$ cat config.mk
export PLATFORM = sky130hd
export DESIGN_NAME = sorted_timer_event_queue_core
export DESIGN_NICKNAME = d
export VERILOG_FILES = /design/src/rtl/core/stq_pkg.sv /design/src/rtl/core/stq_ctrl.sv /design/src/rtl/core/stq_datapath.sv /design/src/rtl/core/sorted_timer_event_queue_core.sv
export VERILOG_INCLUDE_DIRS = /design/src /design/src/rtl/core
export SDC_FILE = /design/constraint.sdc
export NUM_CORES = 2
export LEC_CHECK = 0
export BUFFER_PORTS_ARGS = -buffer_cell sky130_fd_sc_hd__buf_2
export CORE_ASPECT_RATIO = 0.6
export CORE_UTILIZATION = 38
export DETAILED_ROUTE_END_ITERATION = 8
export GPL_TIMING_DRIVEN = 1
export REMOVE_ABC_BUFFERS = 1
export SLEW_MARGIN = 20
export SYNTH_ARGS = -nofsm -noshare
export SYNTH_HDL_FRONTEND = slang
export SYNTH_SLANG_ARGS = --single-unit
$ cat constraint.sdc
create_clock -name clk -period 9.8 [get_ports clk]
set_input_delay 2.94 -clock clk [delete_from_list [all_inputs] [get_ports clk]]
set_output_delay 2.94 -clock clk [all_outputs]
set_load 0.05 [all_outputs]
$ cat src/rtl/core/sorted_timer_event_queue_core_assert.svh
// Assertion helpers for the sorted timer event queue.
`ifndef SORTED_TIMER_EVENT_QUEUE_CORE_ASSERT_SVH
`define SORTED_TIMER_EVENT_QUEUE_CORE_ASSERT_SVH

// Check that a condition implies a consequence in the same cycle.
`define STQ_ASSERT_IMPL(label, clk, rst_n, cond, cons, msg) \
  label: assert property (@(posedge clk) disable iff (!rst_n) (cond) |-> (cons)) \
    else $error(msg);

// Check that a condition implies a consequence in the next cycle.
`define STQ_ASSERT_NEXT(label, clk, rst_n, cond, cons, msg) \
  label: assert property (@(posedge clk) disable iff (!rst_n) (cond) |=> (cons)) \
    else $error(msg);

`endif

$ cat src/rtl/core/stq_pkg.sv
package stq_pkg;

  localparam int unsigned NumEventsDef = 16;

  typedef enum logic [1:0] {
    OP_ADD     = 2'd0,
    OP_REMOVE  = 2'd1,
    OP_SERVICE = 2'd2,
    OP_NONE    = 2'd3
  } op_t;

  typedef enum logic [1:0] {
    ACT_LEAVE = 2'd0,
    ACT_STOP  = 2'd1,
    ACT_LOAD  = 2'd2,
    ACT_RSVD  = 2'd3
  } action_t;

  typedef enum logic [2:0] {
    ST_IDLE,
    ST_UNLINK,
    ST_FIND,
    ST_INSERT,
    ST_POP_CHECK,
    ST_POP_EMIT,
    ST_STATUS,
    ST_WAIT_OUT
  } state_t;

  // Controller to datapath commands.
  typedef struct packed {
    logic load;      // capture the input item
    logic unlink;    // remove req id from the order list
    logic find_init; // restart insert search
    logic find_step; // advance insert search by one entry
    logic insert;    // place the new id at the search position
    logic pop;       // drop the head entry, emit a notice
    logic status;    // emit the status item
  } cmd_t;

  // Datapath to controller status.
  typedef struct packed {
    logic     add_ok;     // add request with valid arguments
    logic     rem_ok;     // remove request with valid id
    logic     svc;        // service request
    logic     find_done;  // insert position found
    logic     head_due;   // queue not empty and head expiry <= now
    logic     out_busy;   // output register still holds a result
  } stat_t;

endpackage

$ cat src/rtl/core/stq_ctrl.sv
module stq_ctrl (
  input  logic           clk,
  input  logic           rst_n,
  input  logic           in_tvalid,
  output logic           in_tready,
  input  logic           running,
  input  stq_pkg::stat_t st,
  output stq_pkg::cmd_t  cmd
);

  stq_pkg::state_t state_r, state_nxt;

  always_ff @(posedge clk) begin
    if (!rst_n) begin
      state_r <= stq_pkg::ST_IDLE;
    end else begin
      state_r <= state_nxt;
    end
  end

  always_comb begin
    state_nxt = state_r;
    cmd       = '0;
    in_tready = 1'b0;
    unique case (state_r)
      stq_pkg::ST_IDLE: begin
        in_tready = 1'b1;
        if (in_tvalid) begin
          cmd.load  = 1'b1;
          state_nxt = stq_pkg::ST_UNLINK;
        end
      end
      stq_pkg::ST_UNLINK: begin
        if (st.add_ok || st.rem_ok) begin
          cmd.unlink = 1'b1;
        end
        if (st.add_ok) begin
          cmd.find_init = 1'b1;
          state_nxt     = stq_pkg::ST_FIND;
        end else if ((st.rem_ok || st.svc) && running) begin
          state_nxt = stq_pkg::ST_POP_CHECK;
        end else begin
          state_nxt = stq_pkg::ST_STATUS;
        end
      end
      stq_pkg::ST_FIND: begin
        if (st.find_done) begin
          state_nxt = stq_pkg::ST_INSERT;
        end else begin
          cmd.find_step = 1'b1;
        end
      end
      stq_pkg::ST_INSERT: begin
        cmd.insert = 1'b1;
        state_nxt  = running ? stq_pkg::ST_POP_CHECK : stq_pkg::ST_STATUS;
      end
      stq_pkg::ST_POP_CHECK: begin
        state_nxt = st.head_due ? stq_pkg::ST_POP_EMIT : stq_pkg::ST_STATUS;
      end
      stq_pkg::ST_POP_EMIT: begin
        if (!st.out_busy) begin
          cmd.pop   = 1'b1;
          state_nxt = stq_pkg::ST_POP_CHECK;
        end
      end
      stq_pkg::ST_STATUS: begin
        if (!st.out_busy) begin
          cmd.status = 1'b1;
          state_nxt  = stq_pkg::ST_IDLE;
        end
      end
      stq_pkg::ST_WAIT_OUT: begin
        state_nxt = stq_pkg::ST_IDLE;
      end
      default: state_nxt = stq_pkg::ST_IDLE;
    endcase
  end

endmodule

$ cat src/rtl/core/stq_datapath.sv
module stq_datapath #(
  parameter int unsigned NumEvents = stq_pkg::NumEventsDef
) (
  input  logic           clk,
  input  logic           rst_n,
  input  logic           running,
  input  logic [1:0]     in_opcode,
  input  logic [3:0]     in_event_id,
  input  logic [1:0]     in_event_kind,
  input  logic [63:0]    in_delay,
  input  logic [63:0]    in_now,
  input  stq_pkg::cmd_t  cmd,
  output stq_pkg::stat_t st,
  output logic           out_tvalid,
  input  logic           out_tready,
  output logic           out_item_kind,
  output logic [3:0]     out_fired_id,
  output logic [1:0]     out_fired_kind,
  output logic           out_status,
  output logic [1:0]     out_timer_action,
  output logic [63:0]    out_timer_value,
  output logic [63:0]    out_next_expire,
  output logic [4:0]     out_queued_count,
  output logic           out_last
);

  localparam int unsigned IdxW = (NumEvents > 1) ? $clog2(NumEvents) : 1;
  localparam int unsigned CntW = $clog2(NumEvents + 1);

  logic [1:0]  op_r;
  logic [3:0]  id_r;
  logic [1:0]  kind_r;
  logic        dly_zero_r;
  logic [63:0] now_r;
  logic [63:0] exp_r;

  logic [NumEvents-1:0] valid_r;
  logic [63:0]          expiry_r [NumEvents];
  logic [1:0]           skind_r  [NumEvents];
  logic [IdxW-1:0]      order_r  [NumEvents];
  logic [CntW-1:0]      occ_r;
  logic [CntW-1:0]      pos_r;

  logic id_ok;
  logic [IdxW-1:0] id_ix, head_ix;
  logic [63:0] head_exp;
  logic [CntW-1:0] unl_pos;
  logic unl_hit;

  assign id_ok   = {28'd0, id_r} < 32'(NumEvents);
  assign id_ix   = IdxW'(id_r);
  assign head_ix = order_r[0];
  assign head_exp = expiry_r[head_ix];

  // Position of the id in the order list (independent compares).
  always_comb begin
    unl_pos = '0;
    unl_hit = 1'b0;
    for (int i = NumEvents - 1; i >= 0; i--) begin
      if (CntW'(i) < occ_r && order_r[i] == id_ix) begin
        unl_pos = CntW'(i);
        unl_hit = 1'b1;
      end
    end
  end

  assign st.add_ok    = (op_r == stq_pkg::OP_ADD) && !dly_zero_r && id_ok;
  assign st.rem_ok    = (op_r == stq_pkg::OP_REMOVE) && id_ok;
  assign st.svc       = (op_r == stq_pkg::OP_SERVICE);
  assign st.find_done = (pos_r >= occ_r) || (expiry_r[order_r[pos_r[IdxW-1:0]]] > exp_r);
  assign st.head_due  = (occ_r != '0) && (head_exp <= now_r);
  assign st.out_busy  = out_tvalid && !out_tready;

  always_ff @(posedge clk) begin
    if (cmd.load) begin
      op_r       <= in_opcode;
      id_r       <= in_event_id;
      kind_r     <= in_event_kind;
      dly_zero_r <= (in_delay == 64'd0);
      now_r      <= in_now;
      exp_r      <= in_now + in_delay;
    end
    if (cmd.find_init) begin
      pos_r <= '0;
    end else if (cmd.find_step) begin
      pos_r <= pos_r + 1'b1;
    end
  end

  // Order list and slot store.
  always_ff @(posedge clk) begin
    if (!rst_n) begin
      valid_r <= '0;
      occ_r   <= '0;
    end else if (cmd.unlink) begin
      if (valid_r[id_ix]) begin
        if (unl_hit) begin
          for (int i = 0; i < NumEvents - 1; i++) begin
            if (CntW'(i) >= unl_pos) begin
              order_r[i] <= order_r[i+1];
            end
          end
          occ_r <= occ_r - 1'b1;
        end
        valid_r[id_ix] <= 1'b0;
      end
    end else if (cmd.insert) begin
      if (occ_r < CntW'(NumEvents)) begin
        for (int i = 1; i < NumEvents; i++) begin
          if (CntW'(i) > pos_r && CntW'(i) <= occ_r) begin
            order_r[i] <= order_r[i-1];
          end
        end
        order_r[pos_r[IdxW-1:0]] <= id_ix;
        expiry_r[id_ix] <= exp_r;
        skind_r[id_ix]  <= kind_r;
        valid_r[id_ix]  <= 1'b1;
        occ_r <= occ_r + 1'b1;
      end
    end else if (cmd.pop) begin
      for (int i = 0; i < NumEvents - 1; i++) begin
        order_r[i] <= order_r[i+1];
      end
      occ_r <= occ_r - 1'b1;
      valid_r[head_ix] <= 1'b0;
    end
  end

  // Output register.
  always_ff @(posedge clk) begin
    if (!rst_n) begin
      out_tvalid <= 1'b0;
    end else if (cmd.pop || cmd.status) begin
      out_tvalid <= 1'b1;
    end else if (out_tready) begin
      out_tvalid <= 1'b0;
    end
  end

  always_ff @(posedge clk) begin
    if (cmd.pop) begin
      out_item_kind    <= 1'b0;
      out_fired_id     <= 4'(head_ix);
      out_fired_kind   <= skind_r[head_ix];
      out_status       <= 1'b0;
      out_timer_action <= stq_pkg::ACT_LEAVE;
      out_timer_value  <= '0;
      out_next_expire  <= '0;
      out_queued_count <= '0;
      out_last         <= 1'b0;
    end else if (cmd.status) begin
      out_item_kind    <= 1'b1;
      out_fired_id     <= '0;
      out_fired_kind   <= '0;
      out_status       <= (op_r == stq_pkg::OP_ADD && (dly_zero_r || !id_ok)) ||
                          (op_r == stq_pkg::OP_REMOVE && !id_ok);
      out_queued_count <= 5'(occ_r);
      out_next_expire  <= (occ_r != '0) ? head_exp : 64'd0;
      out_last         <= 1'b1;
      if (running && (st.add_ok || st.rem_ok || st.svc)) begin
        out_timer_action <= (occ_r == '0) ? stq_pkg::ACT_STOP : stq_pkg::ACT_LOAD;
        out_timer_value  <= (occ_r == '0) ? 64'd0 : head_exp - now_r;
      end else begin
        out_timer_action <= stq_pkg::ACT_LEAVE;
        out_timer_value  <= '0;
      end
    end
  end

  `include "sorted_timer_event_queue_core_assert.svh"

  `STQ_ASSERT_IMPL(a_occ_range, clk, rst_n, 1'b1, occ_r <= CntW'(NumEvents), "occupancy overflow")
  `STQ_ASSERT_IMPL(a_pop_nonempty, clk, rst_n, cmd.pop, occ_r != '0, "pop from empty queue")
  `STQ_ASSERT_NEXT(a_emit_valid, clk, rst_n, cmd.pop || cmd.status, out_tvalid, "result lost")
  `STQ_ASSERT_IMPL(a_no_overwrite, clk, rst_n, cmd.pop || cmd.status, !st.out_busy, "result overwritten")

endmodule

$ cat src/rtl/core/sorted_timer_event_queue_core.sv
// Sorted timer event queue: keeps up to NUM_EVENTS timer events in expiry order
// (ties in insertion order) and serves add, remove and expire-service requests.
// Every request yields one notice per popped event followed by a status item
// with tlast high. One request is worked on at a time: a valid add or remove
// first unlinks its id, and an add then runs a serial insert search that
// passes over one queued entry at a time before it inserts the event.
// While running, a valid add, a valid remove or a service then pops due
// events one entry at a time; invalid requests, unused opcodes and requests
// while stopped go straight to the status item. A stalled receiver holds
// the pop loop and the status item until the output register is free.
module sorted_timer_event_queue_core #(
  parameter int unsigned NUM_EVENTS = stq_pkg::NumEventsDef
) (
  input  logic         clk,
  input  logic         rst_n,
  input  logic         cfg_we,
  input  logic         cfg_wdata,     // running
  input  logic         in_tvalid,
  output logic         in_tready,
  input  logic [1:0]   in_tuser,      // [1:0] opcode
  // [3:0] event_id, [5:4] event_kind, [69:6] delay, [133:70] now,
  // [135:134] zero fill
  input  logic [135:0] in_tdata,
  output logic         out_tvalid,
  input  logic         out_tready,
  output logic         out_tuser,     // [0] item_kind
  // [3:0] fired_id, [5:4] fired_kind, [6] status, [8:7] timer_action,
  // [72:9] timer_value, [136:73] next_expire, [141:137] queued_count,
  // [143:142] zero fill
  output logic [143:0] out_tdata,
  output logic         out_tlast
);

  logic           running_r;
  stq_pkg::cmd_t  cmd;
  stq_pkg::stat_t st;
  logic           status;
  logic [3:0]     fired_id;
  logic [1:0]     fired_kind, action;
  logic [63:0]    tval, nexp;
  logic [4:0]     qcnt;

  // Hold the running flag; the user keeps it written only while idle (no check here).
  always_ff @(posedge clk) begin
    if (!rst_n) begin
      running_r <= 1'b0;
    end else if (cfg_we) begin
      running_r <= cfg_wdata;
    end
  end

  stq_ctrl u_ctrl (
    .clk       (clk),
    .rst_n     (rst_n),
    .in_tvalid (in_tvalid),
    .in_tready (in_tready),
    .running   (running_r),
    .st        (st),
    .cmd       (cmd)
  );

  stq_datapath #(.NumEvents(NUM_EVENTS)) u_dp (
    .clk              (clk),
    .rst_n            (rst_n),
    .running          (running_r),
    .in_opcode        (in_tuser),
    .in_event_id      (in_tdata[3:0]),
    .in_event_kind    (in_tdata[5:4]),
    .in_delay         (in_tdata[69:6]),
    .in_now           (in_tdata[133:70]),
    .cmd              (cmd),
    .st               (st),
    .out_tvalid       (out_tvalid),
    .out_tready       (out_tready),
    .out_item_kind    (out_tuser),
    .out_fired_id     (fired_id),
    .out_fired_kind   (fired_kind),
    .out_status       (status),
    .out_timer_action (action),
    .out_timer_value  (tval),
    .out_next_expire  (nexp),
    .out_queued_count (qcnt),
    .out_last         (out_tlast)
  );

  assign out_tdata = {2'b00, qcnt, nexp, tval, action, status, fired_kind, fired_id};

endmodule
==> flow_metrics.env <==
export IMPL_dp_final_hpwl_um=148000
export IMPL_first_pass_iters=6
export IMPL_fin_crit_sh_pct=78.2
export IMPL_root_buffer="clkbuf_16"
export IMPL_whs_ns=0.445
export IMPL_port_buffers=287
export IMPL_cts_inserted_buffers=146
export IMPL_grt_max_degree=120
export IMPL_netlist_area_mm2=0.0728
export IMPL_io_pins=292
export IMPL_rows=124
export IMPL_cpMostUsedCell="a21o_1"
export IMPL_slew_viol_final=0
export IMPL_status="finished clean"
export IMPL_reg2reg_to="u_dp.pos_r[3]"
export IMPL_maxCapViolCount=0
export IMPL_area_growth_pct=12.9
export IMPL_hold_path_startpoint="u_dp.out_timer_action[1]"
export IMPL_clk_transition_reported_paths_ns=0.06
export IMPL_r2r_setup_slack_ns=2.14
export IMPL_grt_setup_unrepaired="no"
export IMPL_cts_tree="yes"
export IMPL_syn_avg_cell_area_um2=15.1
export IMPL_worstMarginPinSlew_ns=1.12
export IMPL_die_area_mm2=0.194
export IMPL_cts_resized_gates=0
export IMPL_synth_distinct_cells=89
export IMPL_cp_max_fo=45
export IMPL_r2r_cells=19
export IMPL_postCtsHoldBufs=0
export IMPL_final_nets=5409
export IMPL_yosys_area_top_type="edfxtp_1"
export IMPL_synth_area_leaders="edfxtp_1 52%, mux4_2 19%, dfxtp_1 4.7%"
export IMPL_drc_errors=0
export IMPL_clock_path_buffers=3
export IMPL_clock_latency_ns=0.82
export IMPL_final_cell_mix="1,263 x edfxtp_1, 607 x mux4_2, 287 x buf_2"
export IMPL_ys_seq_elements=1435
export IMPL_layout_commonest_cell="edfxtp_1"
export IMPL_grt_ovfl_total=0
export IMPL_synth_top_flop_cell="edfxtp_1"
export IMPL_switchingPower_mw=8.26
export IMPL_antenna_found_initial=19
export IMPL_worstSetupPathType="reg2reg"
export IMPL_fill_cells=16800
export IMPL_p_leak_nw=28.8
export IMPL_hold_violations=0
export IMPL_synth_top_area_share_pct=52.1
export IMPL_worst_setup_path_end_kind="flop"
export IMPL_track_usage_pct=23.3
export IMPL_cp_start_kind="flop"
export IMPL_pwr_share_seq_pct=34.8
export IMPL_switching_share_pct=36.5
export IMPL_drive_gt1_share_pct=25.8
export IMPL_hold_path_class="reg2reg"
export IMPL_start_util_pct=38.3
export IMPL_routed_wl_um=228000
export IMPL_drt_iter0_drc=5840
export IMPL_cp_arrival_ns=8.39
export IMPL_worstHoldPathCells=2
export IMPL_die_h_um=341
export IMPL_path_cells="buf_4 -> mux4_2 -> mux4_4 -> buf_12 -> mux4_2 -> mux2_2 -> nand2_1 -> o21ai_1 -> ha_1 -> a21o_1 -> a21o_1 -> a21oi_1 -> o21ai_0 -> a211oi_1 -> o211ai_1 -> a211oi_1 -> a21o_1 -> or4b_1 -> a21oi_1"
export IMPL_worstPathRequired_ns=10.53
export IMPL_setup_viol=0
export IMPL_coreArea_mm2=0.190
export IMPL_holdPathEnd="u_dp.out_timer_action[1]"
export IMPL_final_util_pct=43.2
export IMPL_clock_skew_ns=0.0411
export IMPL_cp_slowest_stage_delay_ns=0.96
export IMPL_pwr_share_comb_pct=39.8
export IMPL_die_x_um=567
export IMPL_vias=46566
export IMPL_first_global_vias=45307
export IMPL_fin_crit_ns=7.66
export IMPL_synth_warnings=0
export IMPL_drtAntennaViolNets=0
export IMPL_via_per_inst=6.05
export IMPL_synth_cells=4814
export IMPL_ys_seq_area_share_pct=56.8
export IMPL_max_slew_margin_rel_pct=24.3
export IMPL_htree_levels=4
export IMPL_post_cts_setup_buffers=0
export IMPL_async_reset_ff_share_pct=0
export IMPL_max_vdd_ir_drop_v=0.000310
export IMPL_gp_congestion=0.948
export IMPL_wl_per_cell_um=29.7
export IMPL_internal_power_mw=14.4
export IMPL_cp_slowest_cell="mux4_4"
export IMPL_clock_sinks=1435
export IMPL_power_clock_fraction_pct=25.4
export IMPL_power_density_mw_per_mm2=275
export IMPL_synth_edf_count=1263
export IMPL_max_clock_freq_mhz=131
export IMPL_grt_pass1_wl_um=327000
-- cell type report --
type	instances	area [um^2]	share of cell area, %
Sequential cell	1435	41400	50.3
Multi-Input combinational cell	2905	29700	36.1
Clock buffer	177	3920	4.77
Tap cell	2520	3150	3.84
Timing Repair Buffer	380	2430	2.96
Clock inverter	88	902	1.10
Inverter	187	707	0.860
Antenna cell	11	27.5	0.0335
-- synth_stat cells, drive strengths merged, types with 10 or more instances --
cell and count:
and2 17, nand4 62, nor3 49, o22ai 21
buf 102, or2 14, clkbuf 186, xor2 79
o21a 18, mux2i 127, nor4 30, ha 208
dfxtp 172, mux4 611, and3 20, nand2b 18
nand3 57, o211ai 15, nor2 211, a31oi 17
a21boi 11, nor2b 22, edfxtp 1263, a211oi 28
a21o 107, a21oi 243, or3 14, o31ai 10
inv 185, a22o 66, nand2 285, o21ai 249
o21bai 34, xnor2 100, mux2 73
-- per-stage QoR --
stage / setup TNS [ns] / setup slack (ns) / std cells / power, mW / area (um^2)
after floorplan: -682.85 / -10.69 / 4527 / 14.8 / 71600
after global placement: 0 / 2.18 / 7421 / 16.8 / 77200
after detailed placement: 0 / 2.15 / 7427 / 16.9 / 77400
after CTS: 0 / 2.11 / 7692 / 22.7 / 82200
after global routing: 0 / 1.82 / 7702 / 23.6 / 82200
final: 0 / 2.14 / 7703 / 22.6 / 82200
-- worst max-delay path by stage --
stage / startpoint / endpoint / slack, ns
CTS: flop / u_dp.pos_r[3] / 2.11
finish: flop / u_dp.pos_r[3] / 2.14
global route: flop / u_dp.pos_r[3] / 1.82
detailed placement: flop / flop / 2.15
floorplan: u_dp.order_r[0][0] / flop / -10.69
global placement: flop / flop / 2.18
-- worst max-delay path: cells and delay by family (launching register included) --
family	cells	cell delay [ns]
compound gates	10	3.12
fa+ha+maj	1	0.32
buf+inv	2	0.67
flops	1	0.52
mux	4	2.25
simple gates	2	0.53
-- logic make-up after synthesis --
kind of cell	Yosys count	share of synthesized area, %
flip-flops	1435	56.8
other	1	0.00515
multiplexers	811	21.8
buffers and inverters	475	2.68
adder cells (fa/ha/maj)	210	3.63
AND/OR/NAND/NOR	825	5.32
XOR/XNOR	179	2.15
AO/OA/AOI/OAI	878	7.67
-- power groups by stage --
stage	Clock, mW	Combinational (mW)	Sequential [mW]
6_report	5.75	9.00	7.87
5_1_grt	6.05	9.66	7.93
4_1_cts	5.84	8.97	7.86
3_5_place_dp	0	8.92	7.98
3_3_place_gp	0	8.85	7.96
2_1_floorplan	0	6.58	8.24
-- flip-flops by register name, summed over array words and instances, names as in the netlist, 3 cells and up, named ones only --
name	cells
u_dp.order_r	64
u_dp.out_timer_value	64
u_dp.now_r	64
u_dp.occ_r	5
u_dp.out_queued_count	5
u_dp.expiry_r	1024
u_dp.id_ix	4
u_dp.out_fired_id	4
u_dp.valid_r	16
u_dp.exp_r	64
u_dp.out_next_expire	64
u_ctrl.state_r	3
u_dp.skind_r	32
u_dp.pos_r	5
-- routing by layer --
metal	global-route usage (%)	part of all wire, %	up-vias
met1	33.7	43	24064
met2	34.8	44	2388
met3	4.78	9.4	327
met4	8.30	3.4	6
li1	-	-	19781
met5	0	0.033	-
Note: power is estimated with default switching activity, not from simulation.
